`config.mk`:
```
export PLATFORM = sky130hd
export DESIGN_NAME = tme_cfg
export DESIGN_NICKNAME = d
export VERILOG_FILES = /design/src/sv/tme_pkg.sv /design/src/sv/tme_cfg.sv
export SDC_FILE = /design/constraint.sdc
export NUM_CORES = 1
export LEC_CHECK = 0
export ABC_AREA = 1
export BUFFER_PORTS_ARGS = -buffer_cell sky130_fd_sc_hd__buf_2
export CAP_MARGIN = 5
export CORE_MARGIN = 8
export CORE_UTILIZATION = 39
export CTS_CLUSTER_DIAMETER = 50
export DETAILED_ROUTE_END_ITERATION = 10
export HOLD_SLACK_MARGIN = 0.12
export PLACE_DENSITY = 0.79
export SYNTH_ARGS = -nofsm -noshare
export SYNTH_HDL_FRONTEND = slang
export SYNTH_SLANG_ARGS = --single-unit
```
`constraint.sdc`:
```
create_clock -name clk -period 1.78 [get_ports clk]
set_input_delay 0.267 -clock clk [delete_from_list [all_inputs] [get_ports clk]]
set_output_delay 0.267 -clock clk [all_outputs]
set_load 0.1 [all_outputs]
```
`src/sv/tme_pkg.sv`:
```
// Shared types, codes and constants of the tour move engine.
`default_nettype none
package tme_pkg;

	localparam int NODE_W = 6;
	localparam int MODE_W = 3;
	localparam int IN_DIST_W = 16;
	localparam int GAIN_W = 19;
	localparam int LEN_W = 22;
	localparam int STAT_W = 2;
	localparam int NC_W = 7;
	localparam int THR_W = 16;
	localparam int ADDR_W = 3;
	localparam int DATA_W = 32;

	localparam logic [LEN_W-1:0] LEN_MAX = 22'h3FFFFF;

	localparam logic [MODE_W-1:0] MODE_WR_DIST = 3'd0;
	localparam logic [MODE_W-1:0] MODE_WR_SUCC = 3'd1;
	localparam logic [MODE_W-1:0] MODE_CHECK = 3'd2;
	localparam logic [MODE_W-1:0] MODE_EVAL_2OPT = 3'd3;
	localparam logic [MODE_W-1:0] MODE_EVAL_INS = 3'd4;
	localparam logic [MODE_W-1:0] MODE_APPLY = 3'd5;
	localparam logic [MODE_W-1:0] MODE_SEARCH = 3'd6;
	localparam logic [MODE_W-1:0] MODE_RD_SUCC = 3'd7;

	localparam logic [STAT_W-1:0] STAT_OK = 2'd0;
	localparam logic [STAT_W-1:0] STAT_BAD_PICK = 2'd1;
	localparam logic [STAT_W-1:0] STAT_NO_PENDING = 2'd2;
	localparam logic [STAT_W-1:0] STAT_BAD_TOUR = 2'd3;

	localparam logic [1:0] PEND_NONE = 2'd0;
	localparam logic [1:0] PEND_2OPT = 2'd1;
	localparam logic [1:0] PEND_INS = 2'd2;

	localparam logic REG_NODE_COUNT = 1'b0;
	localparam logic REG_THRESHOLD = 1'b1;

	typedef struct packed {
		logic [NC_W-1:0]  node_count;
		logic [THR_W-1:0] threshold;
		logic             wr;
	} tme_cfg_t;

	typedef enum logic [4:0] {
		S_IDLE, S_DECODE, S_RD_GOT, S_SC_RD, S_SC_CHK, S_SC_ADD, S_DISPATCH,
		S_PK_RD_A, S_PK_RD_B, S_PK_GOT_B, S_TO_TEST, S_TO_STEP,
		S_DG_RD, S_DG_ACC, S_GAIN_END,
		S_SR_RD_I, S_SR_GOT_I, S_SR_RD_J, S_SR_GOT_J, S_SR_NEXT, S_SR_END,
		S_AP_START, S_AP_RD0, S_AP_N0, S_AP_TEST, S_AP_W, S_AP_FIN1, S_AP_FIN2,
		S_AP_I0, S_AP_I1, S_AP_I2, S_FIN
	} tme_state_t;

endpackage
`default_nettype wire

```
`src/sv/tme_cfg.sv`:
```
// APB register block: node count and search threshold.
`default_nettype none
module tme_cfg import tme_pkg::*; (
	input  logic              clk,
	input  logic              arst_n,
	input  logic              psel,
	input  logic              penable,
	input  logic              pwrite,
	input  logic [ADDR_W-1:0] paddr,
	input  logic [DATA_W-1:0] pwdata,
	output logic [DATA_W-1:0] prdata,
	output logic              pready,
	output tme_cfg_t          cfg
);

	logic [NC_W-1:0]  node_count_q;
	logic [THR_W-1:0] threshold_q;
	logic             wr;

	assign pready = 1'b1;
	assign wr = psel & penable & pwrite;

	always_ff @(posedge clk or negedge arst_n) begin
		if (!arst_n) begin
			node_count_q <= NC_W'(64);
			threshold_q <= THR_W'(1);
		end else if (wr) begin
			if (paddr[2] == REG_THRESHOLD) begin
				threshold_q <= pwdata[THR_W-1:0];
			end else begin
				node_count_q <= pwdata[NC_W-1:0];
			end
		end
	end

	always_comb begin
		if (paddr[2] == REG_THRESHOLD) begin
			prdata = DATA_W'(threshold_q);
		end else begin
			prdata = DATA_W'(node_count_q);
		end
	end

	assign cfg.node_count = node_count_q;
	assign cfg.threshold = threshold_q;
	assign cfg.wr = wr;

endmodule
`default_nettype wire

```
# Word-level counts from Yosys, hierarchy flattened
# Cells that the tools add are included.
# totals
register_bits	23
elab_cells	8
inputBits	40
out_inout_bits	57
# op_classes
n_mux	1
bitwise	3
reduce_logical	2
# ops
operator	n
two-way mux 16 bit	1
AND reduction 2 bit	2
bitwise AND 1 bit	2
inverter 1 bit	1

# Longest topological paths before layout
# depth
word_depth	3
ltp_mapped	5
mapped_depth_nobuf	4

# Worst setup path before layout
# OpenSTA, ideal clock, no wires.
# synth_timing
path_kind	flip-flop to output port
start	register threshold_q[1]
end	output prdata[1]
path_slack_ps	-192
arrival_time_ps	1705
path_stages_with_launch	3
path_buffers	0
required_ps	1513
path_cell_list	dfrtp_1 -> nand2_1 -> nand2_1
# synth_via
elab_chain_len	1
# synth_lines
item	line_no	source
start: declaration	tme_cfg.sv:17	logic [THR_W-1:0] threshold_q;
start signal: assignment	tme_cfg.sv:29	threshold_q <= pwdata[THR_W-1:0];
two-way mux 16 bit	tme_cfg.sv:37	if (paddr[2] == REG_THRESHOLD) begin
end: declaration	tme_cfg.sv:11	output logic [DATA_W-1:0] prdata,
# Every way passes these cells.

# Worst setup path in the final report
# layout_timing
start	register threshold_q[0]
end	output cfg[1] (netlist bit)
# layout_lines
item	line_no	source
end: declaration	tme_cfg.sv:13	output tme_cfg_t cfg
# No word-level cell between the ends.

==> summary.md <==
| Metric | Value |
|---|---|
| Status | `finished, final reports clean` |
| Crit path capture type | `primary output` |
| Worst vdd ir | `0.664 mV` |
| Layout Cells excl Fill | `267` |
| Clock Power Share | `8.6%` |
| Worst Path Required | `1.51 ns` |
| Drt total wl | `3490 µm` |
| Avg Inst Size Synth | `7.51 µm²` |
| Yosys warns | `0` |
| Crit start category | `register` |
| Flop-to-flop setup slack | `1.03 ns` |
| Clock latency on the worst-skew pair | `0.31 ns` |
| Num rows | `20` |
| Synth-to-Final Area Change | `48.1%` |
| Die height | `72.4 µm` |
| CTS buffer count | `3` |
| Vias in the first global route | `1146` |
| Clock sink total | `23` |
| Vias/cell | `4.41` |
| Commonest cells in the synthesized netlist | `nand2_1 (77), nand3_1 (23), dfrtp_1 (21)` |
| Crit share post-route | `89.3%` |
| RSZ-0062 raised after global routing | `no` |
| FFs w/ async S/R, synth | `100%` |
| Gp weighted congestion | `0.751` |
| Worst-path clk slew | `0.12 ns` |
| Drt wl/cell | `13.1 µm` |
| DIE AREA | `0.00524 mm²` |
| Seq cells post-synth | `23` |
| Crit-path slowest cell | `dfstp_2` |
| PortBufs | `61` |
| Ratio of total power to cell area | `1540 mW/mm²` |
| Remaining DRCs | `0` |
| Die W | `72.4 µm` |
| Nets | `264` |
| Max frequency | `629 MHz` |
| CP Cell Sequence | `buf_2` |
| Max-slew violations | `0` |
| Initial antenna violation count | `0` |
| Inst Count DP | `262` |
| PostCTS Resize Cnt | `0` |
| Post-synth EDFFs | `0` |
| Max clock buf depth | `2` |
| Leading area contributor after synthesis | `dfrtp_1` |
| Int Power | `1.07 mW` |
| Routed Antenna Nets | `0` |
| Count leader, synth | `nand2_1` |
| Vias | `1178` |
| Top cell type's share of synthesized area | `42.4%` |
| CTS Hold Buffers Added | `1` |
| Root Driver | `clkbuf_4` |
| Sequential area share after synthesis | `46.7%` |
| Met2 routed WL | `1890 µm` |
| 1st-iter DRT viols | `61` |
| Met3 routed WL | `257 µm` |
| Starting Density | `40.9%` |
| Setup Buffers After CTS | `0` |
| Worst Path Max Fanout | `3` |
| DP HPWL | `2760 µm` |
| Wl on met1 | `1280 µm` |
| Crit path kind | `reg2out` |
| Boundary pin count | `97` |
| Top FF cell, synth | `dfrtp_1` |
| Router iterations before antenna repair | `4` |
| Top routing layer in use | `met4` |
| Max-cap violation count | `0` |
| Post-Syn Instances | `165` |
| P_leak | `1.07 nW` |
| Sequential share of power | `25.2%` |
| GRT Util Overall | `13.5%` |
| Final cell utilization of the core | `60.6%` |
| Hold/Removal Path Class | `in2reg` |
| Antenna diodes | `0` |
| Cell variety after synth | `13` |
| Worst Path Buf+Inv | `1` |
| Pin count of the biggest net entering global routing | `34` |
| Setup violations, final | `0` |
| Grt total ovfl | `0` |
| Min cycle time layout | `1.59 ns` |
| Area contributors post-synth | `dfrtp_1 (42%), nand2_1 (23%), buf_4 (12%), nand3_1 (9.3%), dfstp_2 (4.2%)` |
| WP data arrival | `1.32 ns` |
| Switching pwr | `1.75 mW` |
| Area of the mapped netlist | `0.00124 mm²` |
| Setup TNS | `0 ns` |
| Final Hold Fails | `0` |
| Total power | `2.83 mW` |
| Combinational share of power | `66.2%` |
| Worst-case clock skew | `0 ns` |
| Layout cell share with drive strength beyond 1 | `40.4%` |
| Core area | `0.00303 mm²` |
| TritonCTS clock tree | `built` |
| CP peak stage delay | `0.58 ns` |
| H-tree depth | `1` |
| Sw Ratio | `62.0%` |
| First-pass GRT wire length | `5620 µm` |
| Largest delay contributor family on the critical path | `flip-flops` |
==> placed cells by master, fill, tap and decap left out, drive strengths merged <==
| cell type | Yosys | routed |
|---|---|---|
| nand4 | 2 | 2 |
| nand3 | 23 | 23 |
| nand2 | 77 | 77 |
| inv | 11 | 11 |
| clkbuf | 2 | 3 |
| buf | 24 | 64 |
| dfrtp | 21 | 21 |
| dlygate4sd3 | 0 | 1 |
| dfstp | 2 | 2 |
| nor2 | 1 | 1 |
| clkinv | 0 | 1 |
| conb | 2 | 17 |
==> per-stage QoR <==
stage                     instance area (µm²)  setup WS [ns]  hold slack, ns
final                                    1830          0.190           0.167
after detailed placement                 1800          0.439           0.264
after CTS                                1830          0.175           0.150
after global placement                   1800          0.464           0.256
after global routing                     1830          0.136           0.153
after floorplan                          1320         0.0274         -0.0286
==> kinds of logic (layout without fill, tap and decap cells) <==
kind of cell / Yosys count / count (layout) / share of synthesized area [%]
and+or+nand+nor: 103 / 103 / 35.1
other: 2 / 17 / 0.606
DFF: 23 / 23 / 46.7
buffers and inverters: 37 / 80 / 17.7
==> path summary, 6_finish.rpt <==
check / from / endpoint / cells after the start
setup / recovery: threshold_q[0] / cfg[1] / 1
hold / removal: pwdata[0] / threshold_q[0] / 3
setup reg to reg: node_count_q[6] / node_count_q[6] / 2
hold reg to reg: threshold_q[0] / threshold_q[0] / 2
max in group asynchronous: arst_n / threshold_q[15] / 2
min in group asynchronous: arst_n / node_count_q[1] / 2
==> sequential cells by signal, summed over array words and instances (netlist names) <==
name / cells
threshold_q: 16
node_count_q: 7
==> layer usage <==
layer  track usage, %  vias to the layer above
met3             3.31                        5
met5                0                        -
met4             6.12                        0
li1                 -                      586
met1             14.0                      545
met2             24.9                       42
==> power groups by stage <==
stage,Combinational [mW],Clock [mW],Sequential (mW)
after global routing,1.93,0.283,0.728
after CTS,1.88,0.261,0.712
after detailed placement,1.88,0,0.722
after global placement,1.86,0,0.714
after floorplan,0.744,0,1.44
final,1.87,0.244,0.712
==> final cells by class <==
| cell class | instances | area (µm²) |
|---|---|---|
| multi-input combinational | 120 | 515 |
| clock buffer | 3 | 22.5 |
| fill | 271 | 1190 |
| inverter | 11 | 41.3 |
| sequential | 23 | 589 |
| timing repair buffer | 65 | 606 |
| tap | 44 | 55.1 |
| clock inverter | 1 | 5.00 |
(Power assumes the default switching activity.)
